**config.mk**
```make
export PLATFORM = sky130hd
export DESIGN_NAME = process_table_scheduler
export DESIGN_NICKNAME = d
export VERILOG_FILES = /design/src/design/pts_pkg.sv /design/src/design/pts_slot_table.sv /design/src/design/pts_seq.sv /design/src/design/process_table_scheduler.sv
export VERILOG_INCLUDE_DIRS = /design/src /design/src/design
export SDC_FILE = /design/constraint.sdc
export NUM_CORES = 1
export LEC_CHECK = 0
export BUFFER_PORTS_ARGS = -buffer_cell sky130_fd_sc_hd__clkbuf_2
export CORE_MARGIN = 8
export CORE_UTILIZATION = 57
export DETAILED_ROUTE_END_ITERATION = 10
export GPL_TIMING_DRIVEN = 0
export PLACE_DENSITY = 0.77
export SETUP_SLACK_MARGIN = 0.2
export SKIP_CTS_REPAIR_TIMING = 1
export SYNTH_ARGS = -nofsm -noshare
export SYNTH_HDL_FRONTEND = slang
export SYNTH_SLANG_ARGS = --single-unit
```
**constraint.sdc**
```tcl
create_clock -name clk_i -period 4.4 [get_ports clk_i]
set_clock_uncertainty 0.1 [all_clocks]
set_input_delay 0.22 -clock clk_i [delete_from_list [all_inputs] [get_ports clk_i]]
set_output_delay 0.22 -clock clk_i [all_outputs]
set_load 0.005 [all_outputs]
```
**src/design/process_table_scheduler_defines.svh**
```systemverilog
// Assertion macros shared by the scheduler RTL.
// Both forms sample on clk_i and are disabled while rst_ni is low.
`ifndef PROCESS_TABLE_SCHEDULER_DEFINES_SVH
`define PROCESS_TABLE_SCHEDULER_DEFINES_SVH

`ifndef SYNTHESIS
// Same-cycle implication
`define PTS_ASSERT_IMP(lbl, ante, cons, msg) \
  lbl: assert property (@(posedge clk_i) disable iff (!rst_ni) (ante) |-> (cons)) \
    else $error(msg);
// Next-cycle implication
`define PTS_ASSERT_NXT(lbl, ante, cons, msg) \
  lbl: assert property (@(posedge clk_i) disable iff (!rst_ni) (ante) |=> (cons)) \
    else $error(msg);
`else
`define PTS_ASSERT_IMP(lbl, ante, cons, msg)
`define PTS_ASSERT_NXT(lbl, ante, cons, msg)
`endif

`endif

```
**src/design/pts_pkg.sv**
```systemverilog
`timescale 1ns / 1ps
`default_nettype none

package pts_pkg;

  // Table geometry
  localparam int SLOTS = 16;
  localparam int SlotW = (SLOTS > 1) ? $clog2(SLOTS) : 1;
  localparam int CntW  = $clog2(SLOTS + 1);

  typedef logic [SlotW-1:0] slot_idx_t;
  typedef logic [CntW-1:0]  cnt_t;

  localparam slot_idx_t LastIdx  = slot_idx_t'(SLOTS - 1);
  localparam cnt_t      SlotsCnt = cnt_t'(SLOTS);

  // Arithmetic constants
  localparam logic signed [7:0] PrioBase   = 8'sd100;
  localparam logic signed [7:0] PrioMin    = 8'sh80;
  localparam logic [6:0]        ElapsedMax = 7'd127;

  // Configuration register indexes
  typedef enum logic {
    CFG_POLICY_MODE = 1'b0,
    CFG_READY_LIMIT = 1'b1
  } cfg_idx_e;

  // Input transaction kind
  typedef enum logic {
    KIND_CREATE = 1'b0,
    KIND_TICK   = 1'b1
  } kind_e;

  // Per-slot process state
  typedef enum logic [2:0] {
    ST_EMPTY  = 3'd0,
    ST_READY  = 3'd1,
    ST_WAIT   = 3'd2,
    ST_FINISH = 3'd3
  } slot_state_e;

  // Sequencer states
  typedef enum logic [2:0] {
    SEQ_IDLE,
    SEQ_CREATE,
    SEQ_CHECK,
    SEQ_SCAN_SEL,
    SEQ_RUN,
    SEQ_SCAN_NEXT,
    SEQ_FINISH,
    SEQ_EMIT
  } seq_state_e;

  typedef struct packed {
    kind_e      kind;
    logic [6:0] need_time;
  } pts_in_t;

  typedef struct packed {
    logic [3:0]        slot;
    logic              refused;
    logic              started_waiting;
    logic              ran;
    logic [6:0]        remaining;
    logic [6:0]        elapsed;
    logic signed [7:0] prio;
    logic              finished;
    logic [3:0]        next_slot;
    logic              next_valid;
    logic              done_res;
  } pts_out_t;

  typedef struct packed {
    slot_state_e       state;
    logic signed [7:0] prio;
    logic [6:0]        remaining;
    logic [6:0]        elapsed;
  } pts_entry_t;

  typedef struct packed {
    logic       en;
    logic       state_only;
    slot_idx_t  addr;
    pts_entry_t data;
  } pts_wr_t;

  // Low four bits of a slot index, zero-extended for small tables
  function automatic logic [3:0] slot4(slot_idx_t idx);
    logic [SlotW+3:0] wide;
    wide = {4'b0000, idx};
    return wide[3:0];
  endfunction

  // Created count below the ready limit
  function automatic logic below_limit(cnt_t cnt, logic [4:0] limit);
    logic [7:0] a;
    logic [7:0] b;
    a = 8'(cnt);
    b = 8'(limit);
    return a < b;
  endfunction

endpackage

`default_nettype wire

```
**src/design/pts_slot_table.sv**
```systemverilog
`timescale 1ns / 1ps
`default_nettype none

module pts_slot_table (
  input  logic                clk_i,
  input  logic                rst_ni,
  input  logic                clear_i,
  input  pts_pkg::slot_idx_t  rd_addr_i,
  output pts_pkg::pts_entry_t rd_data_o,
  input  pts_pkg::pts_wr_t    wr_i
);

  pts_pkg::slot_state_e state_q [pts_pkg::SLOTS];
  logic signed [7:0]    prio_q  [pts_pkg::SLOTS];
  logic [6:0]           rem_q   [pts_pkg::SLOTS];
  logic [6:0]           el_q    [pts_pkg::SLOTS];

  // Hold slot states; clear drops every slot back to empty at once
  always_ff @(posedge clk_i or negedge rst_ni) begin
    if (!rst_ni) begin
      for (int i = 0; i < pts_pkg::SLOTS; i++) begin
        state_q[i] <= pts_pkg::ST_EMPTY;
      end
    end else if (clear_i) begin
      for (int i = 0; i < pts_pkg::SLOTS; i++) begin
        state_q[i] <= pts_pkg::ST_EMPTY;
      end
    end else if (wr_i.en) begin
      state_q[wr_i.addr] <= wr_i.data.state;
    end
  end

  // Payload fields are only meaningful for non-empty slots
  always_ff @(posedge clk_i) begin
    if (wr_i.en && !wr_i.state_only) begin
      prio_q[wr_i.addr] <= wr_i.data.prio;
      rem_q[wr_i.addr]  <= wr_i.data.remaining;
      el_q[wr_i.addr]   <= wr_i.data.elapsed;
    end
  end

  // Single read port
  always_comb begin
    rd_data_o.state     = state_q[rd_addr_i];
    rd_data_o.prio      = prio_q[rd_addr_i];
    rd_data_o.remaining = rem_q[rd_addr_i];
    rd_data_o.elapsed   = el_q[rd_addr_i];
  end

endmodule

`default_nettype wire

```
**src/design/pts_seq.sv**
```systemverilog
`timescale 1ns / 1ps
`default_nettype none
`include "process_table_scheduler_defines.svh"

module pts_seq (
  input  logic                clk_i,
  input  logic                rst_ni,
  input  logic                start_i,
  input  pts_pkg::pts_in_t    item_i,
  input  logic                policy_mode_i,
  input  logic [4:0]          ready_limit_i,
  output logic                idle_o,
  input  logic                out_free_i,
  output logic                push_o,
  output pts_pkg::pts_out_t   res_o,
  output logic                tbl_clear_o,
  output pts_pkg::slot_idx_t  tbl_addr_o,
  input  pts_pkg::pts_entry_t tbl_rd_i,
  output pts_pkg::pts_wr_t    tbl_wr_o
);

  pts_pkg::seq_state_e state_q, state_d;

  logic [6:0]          need_q;
  pts_pkg::cnt_t       cnt_q;
  pts_pkg::slot_idx_t  cur_q;
  logic                cur_valid_q;
  pts_pkg::slot_idx_t  idx_q;
  pts_pkg::slot_idx_t  q_q;
  logic                fin_q;
  logic                a_found_q;
  pts_pkg::slot_idx_t  a_idx_q;
  logic signed [7:0]   a_prio_q;
  logic                b_found_q;
  pts_pkg::slot_idx_t  b_idx_q;
  logic                w_found_q;
  pts_pkg::slot_idx_t  w_idx_q;
  pts_pkg::pts_out_t   res_q;

  // Run arithmetic on the selected slot
  logic [6:0]        rem_n;
  logic [6:0]        el_n;
  logic signed [7:0] prio_dec;
  logic signed [7:0] prio_n;
  logic              fin_n;

  always_comb begin
    rem_n    = (tbl_rd_i.remaining != 7'd0) ? tbl_rd_i.remaining - 7'd1 : 7'd0;
    el_n     = (tbl_rd_i.elapsed != pts_pkg::ElapsedMax) ? tbl_rd_i.elapsed + 7'd1
                                                          : pts_pkg::ElapsedMax;
    prio_dec = (policy_mode_i && (tbl_rd_i.prio != pts_pkg::PrioMin))
               ? tbl_rd_i.prio - 8'sd1 : tbl_rd_i.prio;
    fin_n    = (rem_n == 7'd0);
    prio_n   = fin_n ? 8'sd0 : prio_dec;
  end

  // Shared scan compare: one slot per cycle
  logic last;
  logic wait_hit;
  logic eff_ready;
  logic a_filter;
  logic a_take;
  logic b_take;

  always_comb begin
    last      = (idx_q == pts_pkg::LastIdx);
    wait_hit  = (state_q == pts_pkg::SEQ_SCAN_NEXT) && fin_q &&
                (tbl_rd_i.state == pts_pkg::ST_WAIT) && !w_found_q;
    eff_ready = (tbl_rd_i.state == pts_pkg::ST_READY) || wait_hit;
    if (state_q == pts_pkg::SEQ_SCAN_NEXT) begin
      a_filter = policy_mode_i ? (idx_q != q_q) : (idx_q > q_q);
    end else begin
      a_filter = 1'b1;
    end
    a_take = eff_ready && a_filter &&
             (!a_found_q || (policy_mode_i && (tbl_rd_i.prio > a_prio_q)));
    b_take = eff_ready && !b_found_q;
  end

  // Next-slot decision after the post-run scan
  logic               next_ok;
  pts_pkg::slot_idx_t next_idx;

  always_comb begin
    next_ok  = 1'b0;
    next_idx = q_q;
    if (policy_mode_i) begin
      if (fin_q) begin
        next_ok  = a_found_q;
        next_idx = a_idx_q;
      end else begin
        next_ok = 1'b1;
        if (a_found_q && (a_prio_q > res_q.prio)) begin
          next_idx = a_idx_q;
        end
      end
    end else if (a_found_q) begin
      next_ok  = 1'b1;
      next_idx = a_idx_q;
    end else if (b_found_q) begin
      next_ok  = 1'b1;
      next_idx = b_idx_q;
    end
  end

  // Create result
  logic              table_full;
  logic              start_ready;
  pts_pkg::pts_out_t create_res;

  always_comb begin
    table_full  = (cnt_q >= pts_pkg::SlotsCnt);
    start_ready = pts_pkg::below_limit(cnt_q, ready_limit_i);
    create_res  = '0;
    if (table_full) begin
      create_res.refused = 1'b1;
    end else begin
      create_res.slot            = pts_pkg::slot4(cnt_q[pts_pkg::SlotW-1:0]);
      create_res.started_waiting = !start_ready;
    end
  end

  logic cur_hit;
  assign cur_hit = cur_valid_q && (tbl_rd_i.state == pts_pkg::ST_READY);

  // Next state
  always_comb begin
    state_d = state_q;
    unique case (state_q)
      pts_pkg::SEQ_IDLE: begin
        if (start_i) begin
          state_d = (item_i.kind == pts_pkg::KIND_TICK) ? pts_pkg::SEQ_CHECK
                                                        : pts_pkg::SEQ_CREATE;
        end
      end
      pts_pkg::SEQ_CREATE:   state_d = pts_pkg::SEQ_EMIT;
      pts_pkg::SEQ_CHECK:    state_d = cur_hit ? pts_pkg::SEQ_RUN : pts_pkg::SEQ_SCAN_SEL;
      pts_pkg::SEQ_SCAN_SEL: begin
        if (last) begin
          state_d = (a_found_q || a_take) ? pts_pkg::SEQ_RUN : pts_pkg::SEQ_EMIT;
        end
      end
      pts_pkg::SEQ_RUN:       state_d = pts_pkg::SEQ_SCAN_NEXT;
      pts_pkg::SEQ_SCAN_NEXT: begin
        if (last) begin
          state_d = pts_pkg::SEQ_FINISH;
        end
      end
      pts_pkg::SEQ_FINISH:    state_d = pts_pkg::SEQ_EMIT;
      pts_pkg::SEQ_EMIT: begin
        if (out_free_i) begin
          state_d = pts_pkg::SEQ_IDLE;
        end
      end
      default:                state_d = pts_pkg::SEQ_IDLE;
    endcase
  end

  // Outputs: table port, clear and result push
  always_comb begin
    idle_o      = (state_q == pts_pkg::SEQ_IDLE);
    push_o      = (state_q == pts_pkg::SEQ_EMIT) && out_free_i;
    res_o       = res_q;
    tbl_clear_o = 1'b0;
    tbl_addr_o  = idx_q;
    tbl_wr_o    = '0;
    unique case (state_q)
      pts_pkg::SEQ_CREATE: begin
        tbl_wr_o.en                  = !table_full;
        tbl_wr_o.addr                = cnt_q[pts_pkg::SlotW-1:0];
        tbl_wr_o.data.state          = start_ready ? pts_pkg::ST_READY : pts_pkg::ST_WAIT;
        tbl_wr_o.data.prio           = pts_pkg::PrioBase - $signed({1'b0, need_q});
        tbl_wr_o.data.remaining      = need_q;
        tbl_wr_o.data.elapsed        = 7'd0;
      end
      pts_pkg::SEQ_CHECK: begin
        tbl_addr_o = cur_q;
      end
      pts_pkg::SEQ_SCAN_SEL: begin
        tbl_clear_o = last && !(a_found_q || a_take);
      end
      pts_pkg::SEQ_RUN: begin
        tbl_addr_o              = q_q;
        tbl_wr_o.en             = 1'b1;
        tbl_wr_o.addr           = q_q;
        tbl_wr_o.data.state     = fin_n ? pts_pkg::ST_FINISH : pts_pkg::ST_READY;
        tbl_wr_o.data.prio      = prio_n;
        tbl_wr_o.data.remaining = rem_n;
        tbl_wr_o.data.elapsed   = el_n;
      end
      pts_pkg::SEQ_FINISH: begin
        tbl_clear_o         = !next_ok;
        tbl_wr_o.en         = w_found_q;
        tbl_wr_o.state_only = 1'b1;
        tbl_wr_o.addr       = w_idx_q;
        tbl_wr_o.data.state = pts_pkg::ST_READY;
      end
      default: begin
      end
    endcase
  end

  // Sequencer registers
  always_ff @(posedge clk_i or negedge rst_ni) begin
    if (!rst_ni) begin
      state_q     <= pts_pkg::SEQ_IDLE;
      cnt_q       <= '0;
      cur_q       <= '0;
      cur_valid_q <= 1'b0;
    end else begin
      state_q <= state_d;
      if (state_q == pts_pkg::SEQ_CREATE && !table_full) begin
        cnt_q <= cnt_q + pts_pkg::cnt_t'(1);
      end
      if (state_q == pts_pkg::SEQ_FINISH && next_ok) begin
        cur_q       <= next_idx;
        cur_valid_q <= 1'b1;
      end
      // Clear table bookkeeping together with the slot states
      if (tbl_clear_o) begin
        cnt_q       <= '0;
        cur_q       <= '0;
        cur_valid_q <= 1'b0;
      end
    end
  end

  // Work registers and result
  always_ff @(posedge clk_i) begin
    unique case (state_q)
      pts_pkg::SEQ_IDLE: begin
        if (start_i) begin
          need_q <= item_i.need_time;
        end
      end
      pts_pkg::SEQ_CREATE: begin
        res_q <= create_res;
      end
      pts_pkg::SEQ_CHECK: begin
        res_q     <= '0;
        idx_q     <= '0;
        a_found_q <= 1'b0;
        q_q       <= cur_q;
      end
      pts_pkg::SEQ_SCAN_SEL: begin
        idx_q <= idx_q + pts_pkg::slot_idx_t'(1);
        if (a_take) begin
          a_found_q <= 1'b1;
          a_idx_q   <= idx_q;
          a_prio_q  <= tbl_rd_i.prio;
        end
        if (last) begin
          q_q            <= a_take ? idx_q : a_idx_q;
          res_q.done_res <= !(a_found_q || a_take);
        end
      end
      pts_pkg::SEQ_RUN: begin
        fin_q           <= fin_n;
        res_q.slot      <= pts_pkg::slot4(q_q);
        res_q.ran       <= 1'b1;
        res_q.remaining <= rem_n;
        res_q.elapsed   <= el_n;
        res_q.prio      <= prio_n;
        res_q.finished  <= fin_n;
        idx_q           <= '0;
        a_found_q       <= 1'b0;
        b_found_q       <= 1'b0;
        w_found_q       <= 1'b0;
      end
      pts_pkg::SEQ_SCAN_NEXT: begin
        idx_q <= idx_q + pts_pkg::slot_idx_t'(1);
        if (wait_hit) begin
          w_found_q <= 1'b1;
          w_idx_q   <= idx_q;
        end
        if (a_take) begin
          a_found_q <= 1'b1;
          a_idx_q   <= idx_q;
          a_prio_q  <= tbl_rd_i.prio;
        end
        if (b_take) begin
          b_found_q <= 1'b1;
          b_idx_q   <= idx_q;
        end
      end
      pts_pkg::SEQ_FINISH: begin
        if (next_ok) begin
          res_q.next_slot  <= pts_pkg::slot4(next_idx);
          res_q.next_valid <= 1'b1;
        end else begin
          res_q.done_res <= 1'b1;
        end
      end
      default: begin
      end
    endcase
  end

  `PTS_ASSERT_IMP(a_push_free, push_o, out_free_i, "result pushed into a full output stage")
  `PTS_ASSERT_NXT(a_push_idle, push_o, state_q == pts_pkg::SEQ_IDLE, "no return to idle")
  `PTS_ASSERT_IMP(a_cnt_range, 1'b1, cnt_q <= pts_pkg::SlotsCnt, "created count overflow")
  `PTS_ASSERT_IMP(a_fin_zero, push_o && res_q.finished, res_q.remaining == 7'd0, "finish with time left")
  `PTS_ASSERT_IMP(a_next_cur, push_o && res_q.next_valid, cur_valid_q, "next slot not kept")

endmodule

`default_nettype wire

```
**src/design/process_table_scheduler.sv**
```systemverilog
// Process table scheduler.
// Input channel (in_valid_i/in_ready_o/in_data_i): a create transaction stores a
// process in the next free slot; a tick transaction runs one ready slot for one
// timeslice. Every input transaction yields exactly one output transaction on
// out_valid_o/out_ready_i/out_data_o.
// Configuration: cfg_we_i writes cfg_data_i into register cfg_idx_i (0 policy
// mode, 1 ready limit) at the clock edge; write only while the block is idle.
// Sequence: a create stores the slot and then presents its result. A tick
// reads the current slot and, when it is still ready, runs it at once; else a
// selection scan picks a slot first, and when nothing is runnable the table is
// cleared and a done result is given. After a run a second scan picks the next
// slot. The slot scans read one table entry per cycle through a single read
// port and share one compare unit. One item is in flight at a time; in_ready_o
// is high in idle only, so the next transaction is taken once the result is
// loaded and the block is back in idle.
// Output: a one-entry output register holds the result; while the receiver
// stalls, the block may accept and process the next item but holds its result
// until the register frees up.
// Reset (rst_ni low, asynchronous): table empty, counters cleared, policy mode
// round robin, ready limit 3, output register empty.
`timescale 1ns / 1ps
`default_nettype none

module process_table_scheduler (
  input  logic              clk_i,
  input  logic              rst_ni,
  input  logic              cfg_we_i,
  input  logic              cfg_idx_i,
  input  logic [4:0]        cfg_data_i,
  input  logic              in_valid_i,
  output logic              in_ready_o,
  input  pts_pkg::pts_in_t  in_data_i,
  output logic              out_valid_o,
  input  logic              out_ready_i,
  output pts_pkg::pts_out_t out_data_o
);

  logic       policy_mode_q;
  logic [4:0] ready_limit_q;

  // Configuration registers
  always_ff @(posedge clk_i or negedge rst_ni) begin
    if (!rst_ni) begin
      policy_mode_q <= 1'b0;
      ready_limit_q <= 5'd3;
    end else if (cfg_we_i) begin
      unique case (pts_pkg::cfg_idx_e'(cfg_idx_i))
        pts_pkg::CFG_POLICY_MODE: policy_mode_q <= cfg_data_i[0];
        pts_pkg::CFG_READY_LIMIT: ready_limit_q <= cfg_data_i;
        default: begin
        end
      endcase
    end
  end

  logic                idle;
  logic                start;
  logic                out_free;
  logic                push;
  pts_pkg::pts_out_t   res;
  logic                tbl_clear;
  pts_pkg::slot_idx_t  tbl_addr;
  pts_pkg::pts_entry_t tbl_rd;
  pts_pkg::pts_wr_t    tbl_wr;

  assign in_ready_o = idle;
  assign start      = in_valid_i && idle;

  pts_seq u_seq (
    .clk_i         (clk_i),
    .rst_ni        (rst_ni),
    .start_i       (start),
    .item_i        (in_data_i),
    .policy_mode_i (policy_mode_q),
    .ready_limit_i (ready_limit_q),
    .idle_o        (idle),
    .out_free_i    (out_free),
    .push_o        (push),
    .res_o         (res),
    .tbl_clear_o   (tbl_clear),
    .tbl_addr_o    (tbl_addr),
    .tbl_rd_i      (tbl_rd),
    .tbl_wr_o      (tbl_wr)
  );

  pts_slot_table u_table (
    .clk_i     (clk_i),
    .rst_ni    (rst_ni),
    .clear_i   (tbl_clear),
    .rd_addr_i (tbl_addr),
    .rd_data_o (tbl_rd),
    .wr_i      (tbl_wr)
  );

  // Output register: load on push, drop when the transaction completes
  logic              out_valid_q;
  pts_pkg::pts_out_t out_data_q;

  assign out_free = !out_valid_q || out_ready_i;

  always_ff @(posedge clk_i or negedge rst_ni) begin
    if (!rst_ni) begin
      out_valid_q <= 1'b0;
    end else if (push) begin
      out_valid_q <= 1'b1;
    end else if (out_ready_i) begin
      out_valid_q <= 1'b0;
    end
  end

  always_ff @(posedge clk_i) begin
    if (push) begin
      out_data_q <= res;
    end
  end

  assign out_valid_o = out_valid_q;
  assign out_data_o  = out_data_q;

endmodule

`default_nettype wire

```
Word-level counts from Yosys, hierarchy flattened
Memories as Yosys holds them, arrays and structs flattened.
Cells that the tools add are included.
{ "word_totals": {"register_bits": 179, "latch_bits": 0, "mem_bits_rw": 352, "mem_bits_ro": 0, "in_bits": 19, "out_inout_bits": 38, "word_cells": 230, "mem_count": 3} }
{ "memory_table": {"columns": ["name", "depth", "width", "rd", "rd_ports_with_merged_regs", "wr", "line_no", "text"], "rows": [
  ["u_table.prio_q", 16, 8, 1, 0, 1, "pts_slot_table.sv:14", "logic signed [7:0] prio_q [pts_pkg::SLOTS];"],
  ["u_table.el_q", 16, 7, 1, 0, 1, "pts_slot_table.sv:16", "logic [6:0] el_q [pts_pkg::SLOTS];"],
  ["u_table.rem_q", 16, 7, 1, 0, 1, "pts_slot_table.sv:15", "logic [6:0] rem_q [pts_pkg::SLOTS];"]
]} }
{ "classes": {"add_sub_neg": 6, "n_mul": 0, "div": 0, "order_cmp": 8, "eq_ne": 22, "shift": 0, "muxes": 70, "bitwise": 3, "n_reduce_logical": 62} }
{ "ops": {"columns": ["op", "n"], "rows": [
  ["48-bit two-way mux", 2],
  ["48-bit bitwise mux", 1],
  ["24-bit one-hot mux with 2 select lines", 1],
  ["22-bit one-hot mux with 2 select lines", 1],
  ["4-bit two-way mux", 10],
  ["3-bit two-way mux", 8],
  ["4-bit one-hot mux with 2 select lines", 3],
  ["2-bit AND reduction", 11],
  ["3-bit one-hot mux with 7 select lines", 1],
  ["7-bit one-hot mux with 3 select lines", 1],
  ["1-bit two-way mux", 20],
  ["2-bit nonzero test", 10],
  ["1-bit logical AND", 17],
  ["8-bit > comparator", 2],
  ["8-bit two-way mux", 2],
  ["2-bit by 1-bit != test with 1-bit output, second input constant", 8],
  ["5-bit >= comparator, second input constant", 3],
  ["5-bit two-way mux", 3],
  ["7-bit two-way mux", 2],
  ["3-bit binary-select mux with 4-bit select", 1],
  ["3-bit demux with 4-bit select", 1],
  ["3-bit == test, second input constant", 4],
  ["4-bit one-hot mux with 3 select lines", 1],
  ["4-bit inverter with 5-bit output", 2],
  ["other kinds (31)", 56]
]} }

Depth between registers and ports, before layout
Gate-level depths: netlist of the first run.
{ "depth": {"word_depth": 17, "mapped_depth": 24, "mapped_depth_nobuf": 19} }

Modules after synthesis
From an unflattened synthesis of the first run, not the netlist that was laid out.
{ "hier_totals": {"hier_cells": 1417, "hier_area_um2": 22576.7} }
{ "modules_own_cells": {"columns": ["module", "instances", "cells_each", "area_per_inst_um2", "seq_area_each_um2"], "rows": [
  ["pts_slot_table", 1, 830, 15798.9, 11771.3],
  ["pts_seq", 1, 533, 5401.4, 2577.5],
  ["process_table_scheduler", 1, 54, 1376.3, 1258.7]
]} }

Worst setup path after synthesis of the first run
OpenSTA, ideal clock, no wires.
{ "synth_timing": {"kind": "register to register", "from": "register u_seq.q_q[1]", "to": "memory u_table.el_q[0][5] (data pin)", "setup_time_ns": 0.302, "arrival_ns": 4.503, "setup_slack_ns": -0.506, "path_stages_with_launch": 18, "n_path_buf": 5, "period_less_slack_ns": 4.906, "path_cell_list": "edfxtp_1 -> or4b_4 -> o21a_4 -> nand2_2 -> buf_2 -> buf_2 -> buf_2 -> clkbuf_1 -> nand2_1 -> nand3_1 -> nand3_1 -> a31o_2 -> inv_1 -> ha_1 -> or3b_1 -> or4_1 -> buf_2 -> a31oi_1"} }
{ "synth_lines": {"columns": ["element", "line_no", "text"], "rows": [
  ["start: declaration", "pts_seq.sv:29", "pts_pkg::slot_idx_t q_q;"],
  ["start signal: assignment", "pts_seq.sv:243", "q_q <= cur_q;"],
  ["start signal: assignment", "pts_seq.sv:253", "q_q <= a_take ? idx_q : a_idx_q;"],
  ["end: declaration", "pts_slot_table.sv:16", null]
]} }

==> impl_metrics.tcl, run 1 <==
set metrics [dict create \
    busiest_layer "met2" \
    synth-main-ff-cell "edfxtp_1" \
    drt_iter0_markers 2835 \
    crit_path_start_kind "flip-flop" \
    ys_seq_area_share_pct 65.6 \
    synth_edf_count 463 \
    fin_crit_ns 4.94 \
    rsz0062_at_grt "true" \
    clock_latency_ns 0.60 \
    crit_path_end_kind "flip-flop" \
    outcome "finished with violations" \
    synth-async-reset-ratio_pct 10.1 \
    setup_viol 400 \
    cp.required_ns 4.62 \
    nNetsFinal 2059 \
    groute.layer.met2.usage_pct 45.0 \
    synth.distinct_cells 98 \
    cts_num_sinks 515 \
    synth_xor_area_share_pct 0.718 \
    cts_tree "built" \
    ant_nets 0 \
    io_buffers 56 \
    syn_to_final_growth_pct 21.7 \
    die_x_um 218 \
    critPathKind "reg2reg" \
    synth_mux_area_share_pct 2.02 \
    tightest_slew_ns 1.25 \
    die_area_mm2 0.0474 \
    initial_core_util_pct 57.3 \
    drv_cap 0 \
    root_buffer "clkbuf_16" \
    synth_area_mm2 0.0232 \
    n_antenna_cell 0 \
    grt_max_degree 53 \
    synth-compound-area-share_pct 14.6 \
    grt_pass1_wl_mm 102 \
    use_met3_pct 6.28 \
    drt-vias-per-instance 6.79 \
    totalWireLength_mm 72.0 \
    drv_slew 0 \
    drt_pass1_iterations 6 \
    final_common_cell "edfxtp_1" \
    slew_headroom_pct 16.6 \
    grt_use_total_pct 28.4 \
    holdWs_ns 0.00980 \
    syn_inst 1798 \
    grt_util_met1_pct 37.0 \
    num_rows 74 \
    avgSynthCellArea_um2 12.9 \
    final_cell_mix "edfxtp_1 (463), nand2_1 (171), nor2_1 (97)" \
    ys_ff_latch 515 \
    dp_cells 2400 \
    finalNonFillerCells 2581 \
    cts_buffers 52 \
    die_height_um 218 \
    place_ws_ns -1.64 \
    post_dp_cell_area_mm2 0.0248 \
    antenna_found_initial 1 \
    syn_nets 1849 \
    grt_pass1_vias 16578 \
    violations "setup timing" \
    ios 57 \
    drcViolationCount 0 \
    vias 17522 \
    gp_congestion 0.928 \
    layout-drive-gt1-share_pct 23.4 \
    worstPathMaxFanout 10 \
    yosys_warnings 0 \
    clk_pin_slew_ns 0.07 \
    stdcell_area_mm2 0.0282 \
    h-tree-depth 2 \
    hold_path_class "in2reg" \
    max-clock-path-buffers 3 \
    synth-simple-area-share_pct 11.6 \
    routedWlPerCell_um 27.9 \
    place.detailed.hpwl_mm 44.8 \
    min_period_over_period_pct 112 \
    synth-adder-area-share_pct 1.73 \
    hold_violations 0 \
    fillers 2574 \
    synth_top_family_by_area "compound AO/OA/AOI/OAI gates" \
    core-area_mm2 0.0405 \
    max_freq_mhz 203 \
    arrival_ns 5.16 \
    grt_overflow 0 \
    fin_ws_ns -0.537 \
]
==> cell families after synthesis <==
logic type	after synthesis
simple gates	553
flops	515
compound gates	451
buf+inv	185
mux	43
fa+ha+maj	32
xor+xnor	19
==> cell type report <==
type	instances	area, µm²	area share (%)
clock inverters	29	282	0.999
plain buffers	118	938	3.33
repair buffers	154	1430	5.08
inverters	67	256	0.910
multi-input cells	1100	8020	28.5
well taps	532	666	2.36
clock buffers	66	1380	4.91
flip-flops and latches	515	15200	53.9
==> cell usage after synthesis (7+ instances only) <==
cell | number | area share, %
o22ai_1 | 17 | 0.46
edfxtp_1 | 463 | 60
nand3_1 | 82 | 1.8
nand2b_1 | 9 | 0.24
a21oi_1 | 74 | 1.6
or2_2 | 7 | 0.19
xnor2_1 | 7 | 0.26
dfrtp_1 | 50 | 5.4
buf_4 | 11 | 0.36
a31o_2 | 9 | 0.34
buf_6 | 7 | 0.34
a211oi_1 | 50 | 1.6
a311oi_1 | 15 | 0.57
buf_2 | 46 | 0.99
a31oi_1 | 18 | 0.49
inv_1 | 65 | 1.1
o31ai_1 | 7 | 0.23
a211oi_2 | 7 | 0.38
nand2_1 | 178 | 2.9
clkbuf_1 | 49 | 0.79
a21o_1 | 10 | 0.32
o211ai_1 | 21 | 0.68
ha_1 | 32 | 1.7
o32ai_1 | 11 | 0.42
or3_1 | 8 | 0.22
a21boi_0 | 32 | 1.0
nor3_1 | 20 | 0.43
o21a_1 | 12 | 0.39
o21ai_0 | 42 | 0.91
and3_1 | 66 | 1.8
xor2_1 | 12 | 0.45
a2111oi_0 | 8 | 0.30
nor2b_1 | 14 | 0.38
nor2_1 | 118 | 1.9
a211o_1 | 15 | 0.57
mux2_2 | 11 | 0.53
a221oi_1 | 13 | 0.49
a22oi_1 | 15 | 0.49
mux2i_1 | 30 | 1.3
nor4_1 | 10 | 0.27
==> critical path: stages, from the launching register on <==
cell	delay [ns]
dfrtp_2	0.48
or4b_4	0.62
o21ai_2	0.14
clkbuf_4	0.32
a211oi_4	0.05
buf_4	0.19
a221oi_4	0.38
o32ai_2	0.16
a221o_2	0.48
inv_2	0.12
ha_4	0.13
nor2b_1	0.04
o21a_1	0.17
o21a_1	0.17
o21a_1	0.18
o21a_1	0.18
o21ai_1	0.13
nand2_1	0.10
a41o_4	0.32
nand3_4	0.10
a31oi_2	0.09
==> layer usage <==
| layer | up-vias | routed length [µm] |
|---|---|---|
| li1 | 7357 | - |
| met1 | 8523 | 25500 |
| met2 | 1355 | 33100 |
| met3 | 287 | 9460 |
| met4 | 0 | 3960 |
| met5 | - | 0 |
==> state kept, by name, indices dropped and copies added (netlist names), 3 cells and up <==
name,cells
u_table.state_q,32
u_table.rem_q,112
u_seq.idx_q,4
u_seq.a_idx_q,4
out_data_o,36
u_seq.cnt_q,5
ready_limit_q,5
u_seq.state_q,3
u_seq.w_idx_q,4
u_seq.need_q,7
u_table.prio_q,128
u_seq.cur_q,4
u_seq.a_prio_q,8
u_table.el_q,112
u_seq.res_o,36
u_seq.b_idx_q,4
u_seq.q_q,4
==> final timing paths <==
kind / from / slack (ns) / end / cells past startpoint
min in group asynchronous: rst_ni / 0.12 / u_table.state_q[9]$_DFFE_PN0P_ / 2
min reg2reg: u_seq.res_o[26]$_SDFFCE_PP0P_ / 0.32 / out_data_o[26]$_DFFE_PP_ / 0
min: in_data_i[7] / 0.01 / u_seq.state_q[0]$_DFFE_PN0P_ / 4
max reg2reg: u_seq.state_q[0]$_DFFE_PN0P_ / -0.54 / u_seq.q_q[2]$_DFFE_PP_ / 20
max: u_seq.state_q[0]$_DFFE_PN0P_ / -0.54 / u_seq.q_q[2]$_DFFE_PP_ / 20
max in group asynchronous: rst_ni / 3.55 / u_seq.state_q[0]$_DFFE_PN0P_ / 2
==> through the flow <==
stage | TNS [ns] | utilization (%)
floorplan | 0 | -
global placement | -656.76 | 60.3
detailed placement | -438.42 | 61.4
CTS | -452.22 | 65.5
global route | -166.52 | 69.7
finish | -127.40 | 69.7
Power of run 1 is left out: the tool's default activity adds up to more than one toggle a clock period on the data nets, which glitch-free logic cannot reach.
==> inputs of run 2 (changes only) <==
--- a/config.mk
+++ b/config.mk
@@ -8,12 +8,13 @@
 export LEC_CHECK = 0
 export BUFFER_PORTS_ARGS = -buffer_cell sky130_fd_sc_hd__clkbuf_2
 export CORE_MARGIN = 8
-export CORE_UTILIZATION = 57
+export CORE_UTILIZATION = 56
 export DETAILED_ROUTE_END_ITERATION = 10
 export GPL_TIMING_DRIVEN = 0
-export PLACE_DENSITY = 0.77
+export PLACE_DENSITY = 0.75
 export SETUP_SLACK_MARGIN = 0.2
 export SKIP_CTS_REPAIR_TIMING = 1
 export SYNTH_ARGS = -nofsm -noshare
 export SYNTH_HDL_FRONTEND = slang
+export SYNTH_HIERARCHICAL = 1
 export SYNTH_SLANG_ARGS = --single-unit
==> run 2 against run 1 <==
Compared with the run above: the flow finishes with violations (hold timing, setup timing); register-to-register slack is essentially flat; sequential share of layout area grew 1.9 points; synthesized cell count shrank 21%; global-route usage shrank 5.1 points; via count shrank 16%; critical path depth shrank 1; hold slack lost 0.0098 ns; core utilization grew 0.71 points; area after synthesis shrank 2.6%; final cell count shrank 13%.
==> impl_metrics.tcl, run 2 <==
set metrics [dict create \
    syn_inst 1417 \
    ys_seq_area_share_pct 69.1 \
    grt_util_met1_pct 30.6 \
    cp_slowest_cell "dfrtp_1" \
    max-clock-path-buffers 3 \
    synth.distinct_cells 73 \
    cts_buffers 52 \
    cp_cell_sequence "nor2b_1 -> buf_4 -> or2_4 -> buf_8 -> nand2_8 -> nand2_1 -> o21ai_2 -> buf_6 -> clkbuf_4 -> mux4_2 -> a22oi_2 -> nand2_2 -> ha_4 -> a21o_1 -> a2111oi_4 -> o221ai_2 -> o21ai_4 -> a21oi_4 -> mux2_4" \
    antenna_found_initial 0 \
    cts_num_sinks 531 \
    ios 57 \
    powerDensity_mw_per_mm2 881 \
    yosysTopAreaCell "edfxtp_1" \
    synth_area_mm2 0.0226 \
    critPathMaxStageDelay_ns 0.43 \
    rsz0062_at_grt "true" \
    grt_use_total_pct 23.3 \
    yosys_warnings 6 \
    critPathKind "reg2reg" \
    yosys-top-cells-count "edfxtp_1 (463), mux4_2 (100), a21oi_1 (79)" \
    r2r_cells 19 \
    hold_path_class "in2reg" \
    grt_pass1_wl_mm 83.1 \
    holdWs_ns -0.00000439 \
    routedWlPerCell_um 27.7 \
    max_freq_mhz 203 \
    die_area_mm2 0.0470 \
    cp.required_ns 4.65 \
    netlist.area_leader.share_pct 61.6 \
    grt_pass1_vias 13815 \
    finalNonFillerCells 2244 \
    synth_edf_count 463 \
    fin_ws_ns -0.534 \
    n_antenna_cell 0 \
    initial_core_util_pct 56.8 \
    drv_slew 0 \
    groute.layer.met2.usage_pct 38.1 \
    h-tree-depth 2 \
    synth_area_leaders "edfxtp_1 (62%), mux4_2 (10%), dfrtp_1 (7.3%)" \
    die_x_um 217 \
    core-area_mm2 0.0397 \
    crit_path_start_kind "flip-flop" \
    drv_cap 0 \
    setup_viol 319 \
    ys_ff_latch 531 \
    arrival_ns 5.18 \
    grt_overflow 0 \
    drt_pass1_iterations 6 \
    hold_violations 1 \
    drt-vias-per-instance 6.57 \
    dp_cells 2032 \
    synth-async-reset-ratio_pct 12.8 \
    syn_nets 1469 \
    slew_headroom_pct 14.7 \
    final_common_cell "edfxtp_1" \
    path_delay_family "compound AO/OA/AOI/OAI gates" \
    peakVddDrop_uv 570 \
    synth-main-ff-cell "edfxtp_1" \
    io_buffers 56 \
    min_period_over_period_pct 112 \
    cp.depth 19 \
    reg_top3 "u_table/prio_q (128), u_table/el_q (112), u_table/rem_q (112)" \
    num_rows 73 \
    avgSynthCellArea_um2 15.9 \
    place.detailed.hpwl_mm 37.0 \
    clk_pin_slew_ns 0.07 \
    violations "hold timing, setup timing" \
    die_height_um 217 \
    fin_crit_ns 4.93 \
    syn_to_final_growth_pct 23.9 \
    tightest_slew_ns 1.28 \
    cts_tree "built" \
    max_flop_register "u_table/prio_q" \
    root_buffer "clkbuf_16" \
    fin_setup_tns_ns -78.27 \
    largest_reg_flops 128 \
    outcome "finished with violations" \
    layout-drive-gt1-share_pct 34.0 \
    vias 14741 \
    drt_iter0_markers 2034 \
    busiest_layer "met2" \
    ant_nets 0 \
    hold_depth 3 \
    clock_latency_ns 0.63 \
    worstPathMaxFanout 10 \
    leakagePower_nw 10.0 \
    totalWireLength_mm 62.1 \
    grt_max_degree 37 \
    worst-path-buf-inv 4 \
    nNetsFinal 1729 \
    final_cell_mix "edfxtp_1 (463), mux4_2 (100), buf_4 (76)" \
    yosysMostFrequentCell "edfxtp_1" \
    gp_congestion 0.876 \
    drcViolationCount 0 \
    use_met3_pct 4.19 \
    crit_path_end_kind "flip-flop" \
]
==> run 2: area by class of cell <==
cell class                      count  area (µm²)
Sequential cell                   531       15600
Fill cell                        2325       11800
Multi-Input combinational cell    757        7240
Timing Repair Buffer              204        1860
Clock buffer                       63        1400
Buffer                             89         684
Tap cell                          525         657
Clock inverter                     33         340
Inverter                           42         163
==> run 2: worst min-delay path, stage by stage <==
cell and delay [ns]:
clkbuf_2 0.10, nand2_2 0.17, mux2_4 0.19
==> run 2: cell families after synthesis <==
kind of cell / share of synthesized area [%]
flops: 69.1
simple gates: 6.66
xor+xnor: 0.892
buf+inv: 2.53
other cells: 0.0166
fa+ha+maj: 1.83
compound gates: 7.81
mux: 11.1
==> run 2: routing by layer <==
metal | vias to the layer above | wire length (µm)
li1 | 6093 | -
met1 | 7465 | 22900
met2 | 994 | 30500
met3 | 189 | 5930
met4 | 0 | 2780
met5 | - | 0
==> run 2: worst paths after layout <==
path	start	end	slack (ns)
setup reg to reg	u_seq/state_q[1]$_DFFE_PN0P_	u_seq/a_idx_q[0]$_DFFE_PN_	-0.53
setup / recovery	u_seq/state_q[1]$_DFFE_PN0P_	u_seq/a_idx_q[0]$_DFFE_PN_	-0.53
hold reg to reg	u_seq/res_o[15]$_SDFFCE_PN0P_	out_data_o[15]$_DFFE_PP_	0.32
max in group asynchronous	rst_ni	u_seq/cur_q[2]$_DFFE_PN0P_	3.57
min in group asynchronous	rst_ni	u_table/state_q[24]$_DFFE_PN0P_	0.03
hold / removal	cfg_idx_i	ready_limit_q[0]$_DFFE_PN1P_	-0.000004
==> run 2: stage by stage <==
step / total power [mW] / hold WS [ns] / instance area [µm²] / worst slack (ns) / util (%)
final: 24.6 / -0.00000439 / 28000 / -0.534 / 70.4
after global routing: 25.5 / 0.00559 / 28000 / -0.624 / 70.4
after CTS: 21.1 / -0.513 / 25900 / -1.46 / 65.1
after detailed placement: 16.5 / 0.143 / 24100 / -1.40 / 60.7
after global placement: 16.1 / 0.301 / 23600 / -2.37 / 59.5
after floorplan: 13.8 / -0.176 / 22700 / 0.0537 / -
==> run 2: power breakdown <==
part / switching [mW] / total, mW / internal, mW
sequential: 0.463 / 7.78 / 7.32
combinational: 7.10 / 12.3 / 5.21
clock: 1.96 / 4.54 / 2.58
total: 9.52 / 24.6 / 15.1
Note: power is estimated with default switching activity, not from simulation.
